**src/design/utcts_pkg.sv**
```systemverilog
// Shared types, constants and lookup functions for the UTC timestamp converter.
`timescale 1ns / 1ps
`default_nettype none

package utcts_pkg;

    localparam int unsigned TextLen   = 20;
    localparam int unsigned PosMax    = 31;
    localparam int unsigned PosWidth  = 5;
    localparam int unsigned YearWidth = 14;
    localparam int unsigned FieldWidth = 7;
    localparam int unsigned SecsWidth = 34;
    localparam int unsigned DaysWidth = 17;
    localparam int unsigned DoeWidth  = 18;

    localparam int unsigned YearMin    = 1970;
    localparam int unsigned YearMax    = 2261;
    localparam int unsigned EraYears   = 400;
    localparam int unsigned EraDays    = 146097;
    localparam int unsigned EpochShift = 719468;
    localparam int unsigned SecsPerDay = 86400;
    localparam int unsigned SecsPerHour = 3600;
    localparam int unsigned SecsPerMin = 60;
    localparam int unsigned DaysPerYear = 365;

    // Every valid date falls in era 4 or era 5 of the proleptic calendar.
    localparam int unsigned Era5Start  = 5 * EraYears;
    localparam int unsigned Era4Start  = 4 * EraYears;
    localparam int unsigned Era5Offset = 5 * EraDays - EpochShift;
    localparam int unsigned Era4Offset = EpochShift - 4 * EraDays;

    localparam logic [7:0] CharDash  = 8'h2D;
    localparam logic [7:0] CharT     = 8'h54;
    localparam logic [7:0] CharColon = 8'h3A;
    localparam logic [7:0] CharZ     = 8'h5A;
    localparam logic [7:0] CharZero  = 8'h30;
    localparam logic [7:0] CharNine  = 8'h39;
    localparam logic [7:0] CharNone  = 8'h00;

    typedef struct packed {
        logic take_char;
        logic take_last;
        logic step_date;
        logic step_doe;
        logic step_days;
        logic step_mul;
        logic emit;
    } utcts_cmd_t;

    // Separator expected at a text position, or CharNone where a digit belongs.
    function automatic logic [7:0] sep_at(input logic [PosWidth-1:0] pos);
        logic [7:0] s;
        begin
            unique case (pos)
                5'd4, 5'd7:   s = CharDash;
                5'd10:        s = CharT;
                5'd13, 5'd16: s = CharColon;
                5'd19:        s = CharZ;
                default:      s = CharNone;
            endcase
            return s;
        end
    endfunction

    // Days in a month of a common year; month codes outside 1..12 are never used.
    function automatic logic [4:0] month_len(input logic [3:0] month);
        logic [4:0] d;
        begin
            unique case (month)
                4'd2:                      d = 5'd28;
                4'd4, 4'd6, 4'd9, 4'd11:   d = 5'd30;
                default:                   d = 5'd31;
            endcase
            return d;
        end
    endfunction

    // Day of the March-based year on which shifted month mp starts.
    function automatic logic [8:0] month_start(input logic [3:0] mp);
        logic [8:0] d;
        begin
            unique case (mp)
                4'd0:    d = 9'd0;
                4'd1:    d = 9'd31;
                4'd2:    d = 9'd61;
                4'd3:    d = 9'd92;
                4'd4:    d = 9'd122;
                4'd5:    d = 9'd153;
                4'd6:    d = 9'd184;
                4'd7:    d = 9'd214;
                4'd8:    d = 9'd245;
                4'd9:    d = 9'd275;
                4'd10:   d = 9'd306;
                default: d = 9'd337;
            endcase
            return d;
        end
    endfunction

endpackage

`default_nettype wire

```
**src/design/utc_timestamp_to_epoch_seconds.sv**
```systemverilog
// Top level of the strict UTC timestamp to Unix seconds converter.
//
//   Channel | Ports                                   | Direction
//   --------+-----------------------------------------+----------
//   input   | in_valid, in_ready, ch, last            | in
//   output  | out_valid, out_ready, valid_res,        | out
//           | epoch_seconds                           |
//
// A character that is not final is taken while idle; the final character starts a
// five-step conversion (date split, day of era, day count, multiply by 86400,
// final add).
// Reset clears the position counter, the checks and the output valid flag.
// A finished transaction waits in the output register; the next text is taken
// only after its result has moved into that register.
`timescale 1ns / 1ps
`default_nettype none

module utc_timestamp_to_epoch_seconds
(
    input  wire logic                               clk,
    input  wire logic                               rst_n,
    input  wire logic                               in_valid,
    output logic                                    in_ready,
    input  wire logic [7:0]                         ch,
    input  wire logic                               last,
    output logic                                    out_valid,
    input  wire logic                               out_ready,
    output logic                                    valid_res,
    output logic [utcts_pkg::SecsWidth-1:0]         epoch_seconds
);
    import utcts_pkg::*;

    utcts_cmd_t cmd;

    utcts_ctrl u_ctrl
    (
        .clk       (clk),
        .rst_n     (rst_n),
        .in_valid  (in_valid),
        .last      (last),
        .in_ready  (in_ready),
        .out_valid (out_valid),
        .out_ready (out_ready),
        .cmd       (cmd)
    );

    utcts_dp u_dp
    (
        .clk           (clk),
        .rst_n         (rst_n),
        .cmd           (cmd),
        .ch            (ch),
        .valid_res     (valid_res),
        .epoch_seconds (epoch_seconds)
    );

endmodule

`default_nettype wire

```
**src/design/utcts_ctrl.sv**
```systemverilog
// Controller state machine sequencing character intake and the date conversion steps.
`timescale 1ns / 1ps
`default_nettype none

module utcts_ctrl
(
    input  wire logic                  clk,
    input  wire logic                  rst_n,
    input  wire logic                  in_valid,
    input  wire logic                  last,
    output logic                       in_ready,
    output logic                       out_valid,
    input  wire logic                  out_ready,
    output utcts_pkg::utcts_cmd_t      cmd
);
    import utcts_pkg::*;

    typedef enum logic [2:0] {
        S_IDLE,
        S_DATE,
        S_DOE,
        S_DAYS,
        S_MUL,
        S_EMIT
    } state_t;

    state_t state_reg;
    state_t state_next;
    logic   out_valid_reg;
    logic   out_valid_next;
    logic   take;
    logic   emit;

    assign in_ready  = (state_reg == S_IDLE);
    assign out_valid = out_valid_reg;
    assign take      = in_valid && in_ready;
    assign emit      = (state_reg == S_EMIT) && (!out_valid_reg || out_ready);

    always_comb
    begin
        cmd.take_char = take;
        cmd.take_last = take && last;
        cmd.step_date = (state_reg == S_DATE);
        cmd.step_doe  = (state_reg == S_DOE);
        cmd.step_days = (state_reg == S_DAYS);
        cmd.step_mul  = (state_reg == S_MUL);
        cmd.emit      = emit;
    end

    always_comb
    begin
        state_next = state_reg;
        unique case (state_reg)
            S_IDLE:
            begin
                if (take && last)
                begin
                    state_next = S_DATE;
                end
            end
            S_DATE:  state_next = S_DOE;
            S_DOE:   state_next = S_DAYS;
            S_DAYS:  state_next = S_MUL;
            S_MUL:   state_next = S_EMIT;
            S_EMIT:
            begin
                if (emit)
                begin
                    state_next = S_IDLE;
                end
            end
            default: state_next = S_IDLE;
        endcase
    end

    always_comb
    begin
        out_valid_next = out_valid_reg;
        if (emit)
        begin
            out_valid_next = 1'b1;
        end
        else if (out_ready)
        begin
            out_valid_next = 1'b0;
        end
    end

    always_ff @(posedge clk or negedge rst_n)
    begin
        if (!rst_n)
        begin
            state_reg     <= S_IDLE;
            out_valid_reg <= 1'b0;
        end
        else
        begin
            state_reg     <= state_next;
            out_valid_reg <= out_valid_next;
        end
    end

endmodule

`default_nettype wire

```
**src/design/utcts_dp.sv**
```systemverilog
// Datapath: character checks, digit accumulators and the days-from-civil arithmetic.
`timescale 1ns / 1ps
`default_nettype none

module utcts_dp
(
    input  wire logic                                 clk,
    input  wire logic                                 rst_n,
    input  wire utcts_pkg::utcts_cmd_t                cmd,
    input  wire logic [7:0]                           ch,
    output logic                                      valid_res,
    output logic [utcts_pkg::SecsWidth-1:0]           epoch_seconds
);
    import utcts_pkg::*;

    // Character intake state.
    logic [PosWidth-1:0]   pos_reg;
    logic [PosWidth-1:0]   pos_next;
    logic                  pattern_ok_reg;
    logic                  pattern_ok_next;
    logic [YearWidth-1:0]  year_reg;
    logic [YearWidth-1:0]  year_next;
    logic [FieldWidth-1:0] month_reg;
    logic [FieldWidth-1:0] month_next;
    logic [FieldWidth-1:0] day_reg;
    logic [FieldWidth-1:0] day_next;
    logic [FieldWidth-1:0] hour_reg;
    logic [FieldWidth-1:0] hour_next;
    logic [FieldWidth-1:0] minute_reg;
    logic [FieldWidth-1:0] minute_next;
    logic [FieldWidth-1:0] second_reg;
    logic [FieldWidth-1:0] second_next;

    logic [7:0]            sep;
    logic                  is_digit;
    logic [3:0]            digit;
    logic                  in_text;
    logic                  digit_ok;
    logic                  leap;
    logic [4:0]            dim;
    logic                  range_ok;
    logic                  final_ok;

    // Conversion pipeline registers.
    logic                  ok_reg;
    logic [YearWidth-1:0]  yp_reg;
    logic [3:0]            mp_reg;
    logic [4:0]            dday_reg;
    logic [4:0]            hh_reg;
    logic [5:0]            mm_reg;
    logic [5:0]            ss_reg;
    logic                  era5_reg;
    logic [8:0]            yoe_reg;
    logic [8:0]            doy_reg;
    logic [DaysWidth-1:0]  hms_reg;
    logic [DoeWidth-1:0]   doe_reg;
    logic [DaysWidth-1:0]  days_reg;
    logic [SecsWidth-1:0]  prod_reg;
    logic                  valid_res_reg;
    logic [SecsWidth-1:0]  epoch_reg;

    logic                  era5;
    logic [YearWidth-1:0]  yoe_full;
    logic [1:0]            cent;
    logic [DoeWidth-1:0]   doe_calc;
    logic [DoeWidth-1:0]   days_calc;
    logic [SecsWidth-1:0]  sum_calc;

    assign sep      = sep_at(pos_reg);
    assign is_digit = (ch >= CharZero) && (ch <= CharNine);
    assign digit    = ch[3:0];
    assign in_text  = (pos_reg < PosWidth'(TextLen));
    assign digit_ok = in_text && (sep == CharNone) && is_digit;

    always_comb
    begin
        pattern_ok_next = pattern_ok_reg;
        if (!in_text)
        begin
            pattern_ok_next = 1'b0;
        end
        else if (sep != CharNone)
        begin
            if (ch != sep)
            begin
                pattern_ok_next = 1'b0;
            end
        end
        else if (!is_digit)
        begin
            pattern_ok_next = 1'b0;
        end
    end

    always_comb
    begin
        year_next   = year_reg;
        month_next  = month_reg;
        day_next    = day_reg;
        hour_next   = hour_reg;
        minute_next = minute_reg;
        second_next = second_reg;
        if (digit_ok)
        begin
            priority if (pos_reg < 5'd4)
            begin
                year_next = YearWidth'({year_reg, 3'b000}) + YearWidth'({year_reg, 1'b0})
                          + YearWidth'(digit);
            end
            else if (pos_reg < 5'd7)
            begin
                month_next = FieldWidth'({month_reg, 3'b000})
                           + FieldWidth'({month_reg, 1'b0}) + FieldWidth'(digit);
            end
            else if (pos_reg < 5'd10)
            begin
                day_next = FieldWidth'({day_reg, 3'b000}) + FieldWidth'({day_reg, 1'b0})
                         + FieldWidth'(digit);
            end
            else if (pos_reg < 5'd13)
            begin
                hour_next = FieldWidth'({hour_reg, 3'b000}) + FieldWidth'({hour_reg, 1'b0})
                          + FieldWidth'(digit);
            end
            else if (pos_reg < 5'd16)
            begin
                minute_next = FieldWidth'({minute_reg, 3'b000})
                            + FieldWidth'({minute_reg, 1'b0}) + FieldWidth'(digit);
            end
            else
            begin
                second_next = FieldWidth'({second_reg, 3'b000})
                            + FieldWidth'({second_reg, 1'b0}) + FieldWidth'(digit);
            end
        end
    end

    always_comb
    begin
        if (cmd.take_last)
        begin
            pos_next = '0;
        end
        else if (pos_reg < PosWidth'(PosMax))
        begin
            pos_next = pos_reg + 5'd1;
        end
        else
        begin
            pos_next = pos_reg;
        end
    end

    // The leap test is only consulted for years already known to be in range.
    assign leap = (year_reg[1:0] == 2'b00) && (year_reg != 14'd2100) && (year_reg != 14'd2200);
    assign dim  = ((month_reg == 7'd2) && leap) ? 5'd29 : month_len(month_reg[3:0]);

    assign range_ok = (year_reg >= YearWidth'(YearMin)) && (year_reg <= YearWidth'(YearMax))
                   && (month_reg >= 7'd1) && (month_reg <= 7'd12) && (day_reg >= 7'd1)
                   && (day_reg <= {2'b00, dim}) && (hour_reg <= 7'd23)
                   && (minute_reg <= 7'd59) && (second_reg <= 7'd59);
    assign final_ok = pattern_ok_next && (pos_reg == PosWidth'(TextLen - 1)) && range_ok;

    always_ff @(posedge clk or negedge rst_n)
    begin
        if (!rst_n)
        begin
            pos_reg        <= '0;
            pattern_ok_reg <= 1'b1;
            year_reg       <= '0;
            month_reg      <= '0;
            day_reg        <= '0;
            hour_reg       <= '0;
            minute_reg     <= '0;
            second_reg     <= '0;
            ok_reg         <= 1'b0;
        end
        else if (cmd.take_last)
        begin
            pos_reg        <= '0;
            pattern_ok_reg <= 1'b1;
            year_reg       <= '0;
            month_reg      <= '0;
            day_reg        <= '0;
            hour_reg       <= '0;
            minute_reg     <= '0;
            second_reg     <= '0;
            ok_reg         <= final_ok;
        end
        else if (cmd.take_char)
        begin
            pos_reg        <= pos_next;
            pattern_ok_reg <= pattern_ok_next;
            year_reg       <= year_next;
            month_reg      <= month_next;
            day_reg        <= day_next;
            hour_reg       <= hour_next;
            minute_reg     <= minute_next;
            second_reg     <= second_next;
        end
    end

    // Snapshot of the fields; only meaningful when the text passed every check.
    always_ff @(posedge clk)
    begin
        if (cmd.take_last)
        begin
            yp_reg   <= (month_reg <= 7'd2) ? (year_reg - 14'd1) : year_reg;
            mp_reg   <= (month_reg > 7'd2) ? 4'(month_reg - 7'd3) : 4'(month_reg + 7'd9);
            dday_reg <= day_reg[4:0];
            hh_reg   <= hour_reg[4:0];
            mm_reg   <= minute_reg[5:0];
            ss_reg   <= second_reg[5:0];
        end
    end

    assign era5     = (yp_reg >= YearWidth'(Era5Start));
    assign yoe_full = yp_reg - (era5 ? YearWidth'(Era5Start) : YearWidth'(Era4Start));

    always_ff @(posedge clk)
    begin
        if (cmd.step_date)
        begin
            era5_reg <= era5;
            yoe_reg  <= yoe_full[8:0];
            doy_reg  <= month_start(mp_reg) + 9'(dday_reg) - 9'd1;
            hms_reg  <= DaysWidth'(hh_reg) * DaysWidth'(SecsPerHour)
                      + DaysWidth'(mm_reg) * DaysWidth'(SecsPerMin) + DaysWidth'(ss_reg);
        end
    end

    always_comb
    begin
        priority if (yoe_reg >= 9'd300)
        begin
            cent = 2'd3;
        end
        else if (yoe_reg >= 9'd200)
        begin
            cent = 2'd2;
        end
        else if (yoe_reg >= 9'd100)
        begin
            cent = 2'd1;
        end
        else
        begin
            cent = 2'd0;
        end
    end

    assign doe_calc = DoeWidth'(yoe_reg) * DoeWidth'(DaysPerYear) + DoeWidth'(yoe_reg[8:2])
                    - DoeWidth'(cent) + DoeWidth'(doy_reg);

    always_ff @(posedge clk)
    begin
        if (cmd.step_doe)
        begin
            doe_reg <= doe_calc;
        end
    end

    assign days_calc = era5_reg ? (doe_reg + DoeWidth'(Era5Offset))
                                : (doe_reg - DoeWidth'(Era4Offset));

    always_ff @(posedge clk)
    begin
        if (cmd.step_days)
        begin
            days_reg <= days_calc[DaysWidth-1:0];
        end
    end

    always_ff @(posedge clk)
    begin
        if (cmd.step_mul)
        begin
            prod_reg <= SecsWidth'(days_reg) * SecsWidth'(SecsPerDay);
        end
    end

    assign sum_calc = prod_reg + SecsWidth'(hms_reg);

    always_ff @(posedge clk)
    begin
        if (cmd.emit)
        begin
            valid_res_reg <= ok_reg;
            epoch_reg     <= ok_reg ? sum_calc : '0;
        end
    end

    assign valid_res     = valid_res_reg;
    assign epoch_seconds = epoch_reg;

endmodule

`default_nettype wire

```
**config.mk**
```make
export PLATFORM = sky130hd
export DESIGN_NAME = utc_timestamp_to_epoch_seconds
export DESIGN_NICKNAME = d
export VERILOG_FILES = /design/src/design/utcts_pkg.sv /design/src/design/utc_timestamp_to_epoch_seconds.sv /design/src/design/utcts_ctrl.sv /design/src/design/utcts_dp.sv
export SDC_FILE = /design/constraint.sdc
export NUM_CORES = 1
export LEC_CHECK = 0
export ABC_AREA = 1
export BUFFER_PORTS_ARGS = -buffer_cell sky130_fd_sc_hd__buf_2
export CAP_MARGIN = 20
export CORE_ASPECT_RATIO = 0.6
export CORE_MARGIN = 8
export CORE_UTILIZATION = 42
export DETAILED_ROUTE_END_ITERATION = 6
export PLACE_DENSITY = 0.53
export SKIP_CTS_REPAIR_TIMING = 1
export SLEW_MARGIN = 25
export SYNTH_ARGS = -nofsm -noshare
export SYNTH_HDL_FRONTEND = slang
export SYNTH_HIERARCHICAL = 1
export SYNTH_SLANG_ARGS = --single-unit
```
**constraint.sdc**
```tcl
create_clock -name clk -period 7.45 [get_ports clk]
set_input_delay 1.49 -clock clk [delete_from_list [all_inputs] [get_ports clk]]
set_output_delay 1.49 -clock clk [all_outputs]
set_load 0.05 [all_outputs]
```
* Word level (Yosys, flattened, before mapping) *
Memory sizes are Yosys's and may differ from the RTL's. A register that Yosys moved wholly into a read port is not among the register bits.
Cells that the tools add are included.

cells by class
  $mul = 4
  $lt $le $gt $ge = 24
  equal/unequal tests = 27
  add/sub/neg operators = 27
  reduce and logical (&&, ||, !) cells = 45
  mux-type cells = 64

operators by type and width
  kind                    count
  $mux 7                  34
  $mux 14                 5
  $add 7x4->7             5
  $add 7x7->7             5
  $add 34x17->34          1
  $ge 14x11->1 const B    2
  $ne 14x12->1 const B    2
  $pmux 7 s4              1
  $mul 17x10->27 const B  1
  $logic_and 1x1->1       19
  $mux 9                  2
  $pmux 3 s6              1
  $reduce_bool 2->1       9
  $add 17x12->17          1
  $add 17x14->17 const B  1
  $add 17x6->17           1
  $add 17x7->17           1
  $add 17x9->17           1
  $mul 9x9->17 const B    1
  $mux 17                 1
  $sub 17x12->17 const B  1
  $sub 17x2->17           1
  $lt 5x5->1 const B      3
  $mux 5                  3
  58 further kinds        89

storage, ports and cells
  output and inout port bits = 37
  memory bits (read-only) = 144
  input port bits = 13
  memories = 1
  register bits after elaboration = 232

memory list
  name              depth  bits a word  rd ports  clocked after Yosys merged registers in  write ports  RTL line         RTL
  (name not given)  16     9            1         1                                        0            utcts_pkg.sv:82  unique case (mp)

* Depth between registers and ports, before layout *
  depth after elaboration = 11
  mapped depth = 25

* Modules after synthesis *
The synthesis kept the hierarchy.

modules (own cells, without submodules)
  module      times used  area an instance (um^2)  cells each  seq. area each (um^2)
  utcts_dp    1           20,737.4                 2,291       6,747.7
  utcts_ctrl  1           254.0                    33          100.1

* Least setup slack after synthesis *
Ideal clock, no wire load.

  path kind = input -> register
  start point = input port in_valid
  end point = register (tool-made name)
  path slack = 2.118 ns
  required time = 7.380 ns
  arrival time = 5.262 ns
  path buffers = 1
  stages on the path = 10
  path through = inv_1 > nor3b_2 > inv_1 > clkbuf_1 > or2_2 > o21ai_0 > inv_1 > ha_1 > or2_2 > a21oi_1

RTL lines
  element          RTL line                              RTL
  start, declared  utc_timestamp_to_epoch_seconds.sv:22  input wire logic in_valid,

* Worst setup path in the final report *
  start point = register u_dp.yoe_reg[4]
  end point = register u_dp.doe_reg[14], data pin

on the way
  longest elaborated chain between the ends = 6

RTL lines
  element                                               RTL line         RTL
  start, declared                                       utcts_dp.sv:53   logic [8:0] yoe_reg;
  start signal, assigned                                utcts_dp.sv:225  yoe_reg <= yoe_full[8:0];
  branches (longest 4 deep; another with $mul 9x9->17)  --
  $sub 17x2->17 *                                       utcts_dp.sv:253  - DoeWidth'(cent) + DoeWidth'(doy_reg);
  $add 17x9->17 *                                       utcts_dp.sv:253
  via u_dp.doe_calc[14]                                 utcts_dp.sv:65   logic [DoeWidth-1:0] doe_calc;
  end signal, assigned                                  utcts_dp.sv:259  doe_reg <= doe_calc;
  end, declared                                         utcts_dp.sv:56   logic [DoeWidth-1:0] doe_reg;

Mark *: on every way through the listed nets, which the timed path passes.
A chain may end at the register's enable or synchronous reset.

==> results.yml <==
outcome:
  outcome: "completed"
timing:
  slew_headroom_pct: 36.76
  hold_viol_final: 0
  fmax_ghz: 0.2020
  tightest_slew_ns: 0.9486
  fin_crit_sh_pct: 66.43
  fin_crit_ns: 4.949
  fin_setup_tns_ns: 0
  setup_viol: 0
  drv_slew: 0
  fin_skew_ns: 0.02210
  rsz0062_at_grt: "no"
clocking:
  clock_sinks: 241
  htree_levels: 1
  cts_buffers: 27
  clk_pin_slew_ns: 0.07
  cts_buffer_depth: 3
  cts_tree: "done"
  clock-root-buffer: "clkbuf_16"
  clk_latency_ns: 0.56
grt:
  antenna_found_initial: 0
  grt_max_degree: 61
  gr-total-overflow: 0
  grt_pass1_wl_um: 80110
  grt_usage_pct: 16.69
  grt_pass1_vias: 15530
route:
  wl_um: 47080
  drcViolationCount: 0
  routedWlPerCell_um: 15.40
  routed_via_density: 5.038
  vias: 15410
  antenna_left: 0
  drt_iter0_markers: 1103
  first_pass_iters: 5
worst_setup_path:
  worstSetupEndpointType: "register"
  worstPathArrival_ns: 5.26
  required_ns: 7.76
  crit_fanout: 8
  r2r_start: "u_dp/yoe_reg[4]"
  path_class: "register to register"
  r2r_slack_ns: 2.50
  regToRegEndpoint: "u_dp/doe_reg[14]"
  start_kind: "register"
  reg2reg_depth: 16
final_layout:
  multi_input_area_sq_um: 12360
  diodes: 0
  n_fill_cell: 4698
  largest_reg_flops: 34
  areaGrowthSynthToFinish_pct: 9.501
  seqCellArea_sq_um: 6848
  fin_nets: 2825
  drive_above_1_share_pct: 6.271
logic_synthesis:
  synth_warnings: 6
  synth_cell_types: 54
  async_reset_ff_share_pct: 24.90
  netlist_area_sq_um: 20990
  avgSynthCellArea_sq_um: 9.032
  yosysSeqAreaShare_pct: 32.62
  syn-instance-count: 2324
  synth_enable_flop_cells: 172
  synth_ff_type: "edfxtp_1"
  postSynthNetCount: 2762
  synth-seq-cells: 241
hold_path:
  min_path_cells: 0
  hp-class: "register to register"
  hold_end: "u_dp/hms_reg[0]"
  hold_start: "u_dp/ss_reg[0]"
flow_run:
  cap_violations: 0
floorplanning:
  core_sq_um: 49340
  die_area_sq_um: 57620
  floorplan.die.width_um: 304.6
  rows: 63
  design.portCount: 50
  die_h_um: 189.2
  start_util_pct: 42.54
placed_design:
  routabilityCongestion: 0.8893
  port_buffers: 49
  hpwl_um: 38390
per-stage QoR:
stage	instances	hold WS (ns)	area [sq um]	worst slack (ns)	util, %
2_1_floorplan	2324	0.4003	20990	2.118	-
5_1_grt	3058	0.4240	22990	2.132	46.58
4_1_cts	3057	0.4191	22960	2.501	46.53
6_report	3058	0.4186	22990	2.501	46.58
3_5_place_dp	3007	0.4054	22030	2.514	44.65
3_3_place_gp	3006	0.4107	22010	2.536	44.60
synthesized netlist by cell type (10+ instances only):
master / count / area [sq um]
a21oi_1: 142 / 710.7
clkbuf_1: 15 / 56.30
dfrtp_1: 59 / 1476
edfxtp_1: 172 / 5165
fa_1: 113 / 2262
ha_1: 312 / 3904
inv_1: 446 / 1674
nand2_1: 349 / 1310
nand3_1: 112 / 560.5
nand4_1: 27 / 168.9
nor2_1: 155 / 581.8
nor3_1: 25 / 125.1
o21ai_0: 120 / 600.6
or2_2: 10 / 62.56
xnor2_1: 42 / 367.9
xor2_1: 93 / 814.5
worst max path at each step:
| stage | endpoint | start | slack (ns) |
|---|---|---|---|
| 6_report | u_dp/doe_reg[14] | u_dp/yoe_reg[4] | 2.50 |
| 5_1_grt | u_dp/doe_reg[16] | u_dp/yoe_reg[4] | 2.13 |
| 4_1_cts | u_dp/doe_reg[14] | u_dp/yoe_reg[4] | 2.50 |
| 3_5_place_dp | u_dp/doe_reg[14] | u_dp/yoe_reg[4] | 2.51 |
| 3_3_place_gp | u_dp/doe_reg[14] | u_dp/yoe_reg[4] | 2.54 |
| 2_1_floorplan | register | in_valid | 2.12 |
layout by cell type, fill, tap and decap left out, types with 10 or more instances in the layout:
| master | Yosys | routed |
|---|---|---|
| inv_1 | 446 | 446 |
| nand2_1 | 349 | 349 |
| ha_1 | 312 | 312 |
| edfxtp_1 | 172 | 172 |
| nor2_1 | 155 | 154 |
| a21oi_1 | 142 | 141 |
| o21ai_0 | 120 | 119 |
| fa_1 | 113 | 113 |
| nand3_1 | 112 | 112 |
| xor2_1 | 93 | 93 |
| dfrtp_1 | 59 | 59 |
| buf_2 | 2 | 49 |
| xnor2_1 | 42 | 42 |
| clkbuf_16 | 0 | 28 |
| nand4_1 | 27 | 27 |
| nor3_1 | 25 | 25 |
| or2_2 | 10 | 10 |
worst max-delay path: stages, from the launching register on:
cell	delay, ns
edfxtp_1	0.64
inv_1	0.22
ha_1	0.39
fa_1	0.49
inv_1	0.06
fa_1	0.50
fa_1	0.55
inv_1	0.05
fa_1	0.48
ha_1	0.37
nand2_1	0.08
nor2_1	0.17
nand2_1	0.07
o21ai_0	0.36
nand3_1	0.13
nand2_1	0.10
xor2_1	0.06
cell type report:
type | instances | share of cell area, %
tap | 650 | 3.538
clock buffer | 37 | 3.457
inverter | 451 | 7.365
sequential | 241 | 29.79
timing repair buffer | 57 | 1.502
multi-input combinational | 1609 | 53.79
clock inverter | 13 | 0.5607
layer usage:
layer	routed length [um]	track usage [%]
met1	26330	26.91
met2	17620	23.37
met3	2516	2.733
met4	615	2.367
met5	0	0
logic make-up (layout without fill, tap and decap cells):
kind of cell	count (synthesis)	count (layout)	share of synthesized area, %
simple gates	715	715	14.96
buf+inv	474	558	8.631
fa+ha+maj	425	425	29.37
compound gates	334	334	8.786
flops	241	241	32.62
xor+xnor	135	135	5.633
Power is left out: the tool's default activity adds up to more than one toggle a clock period on the data nets, which glitch-free logic cannot reach.
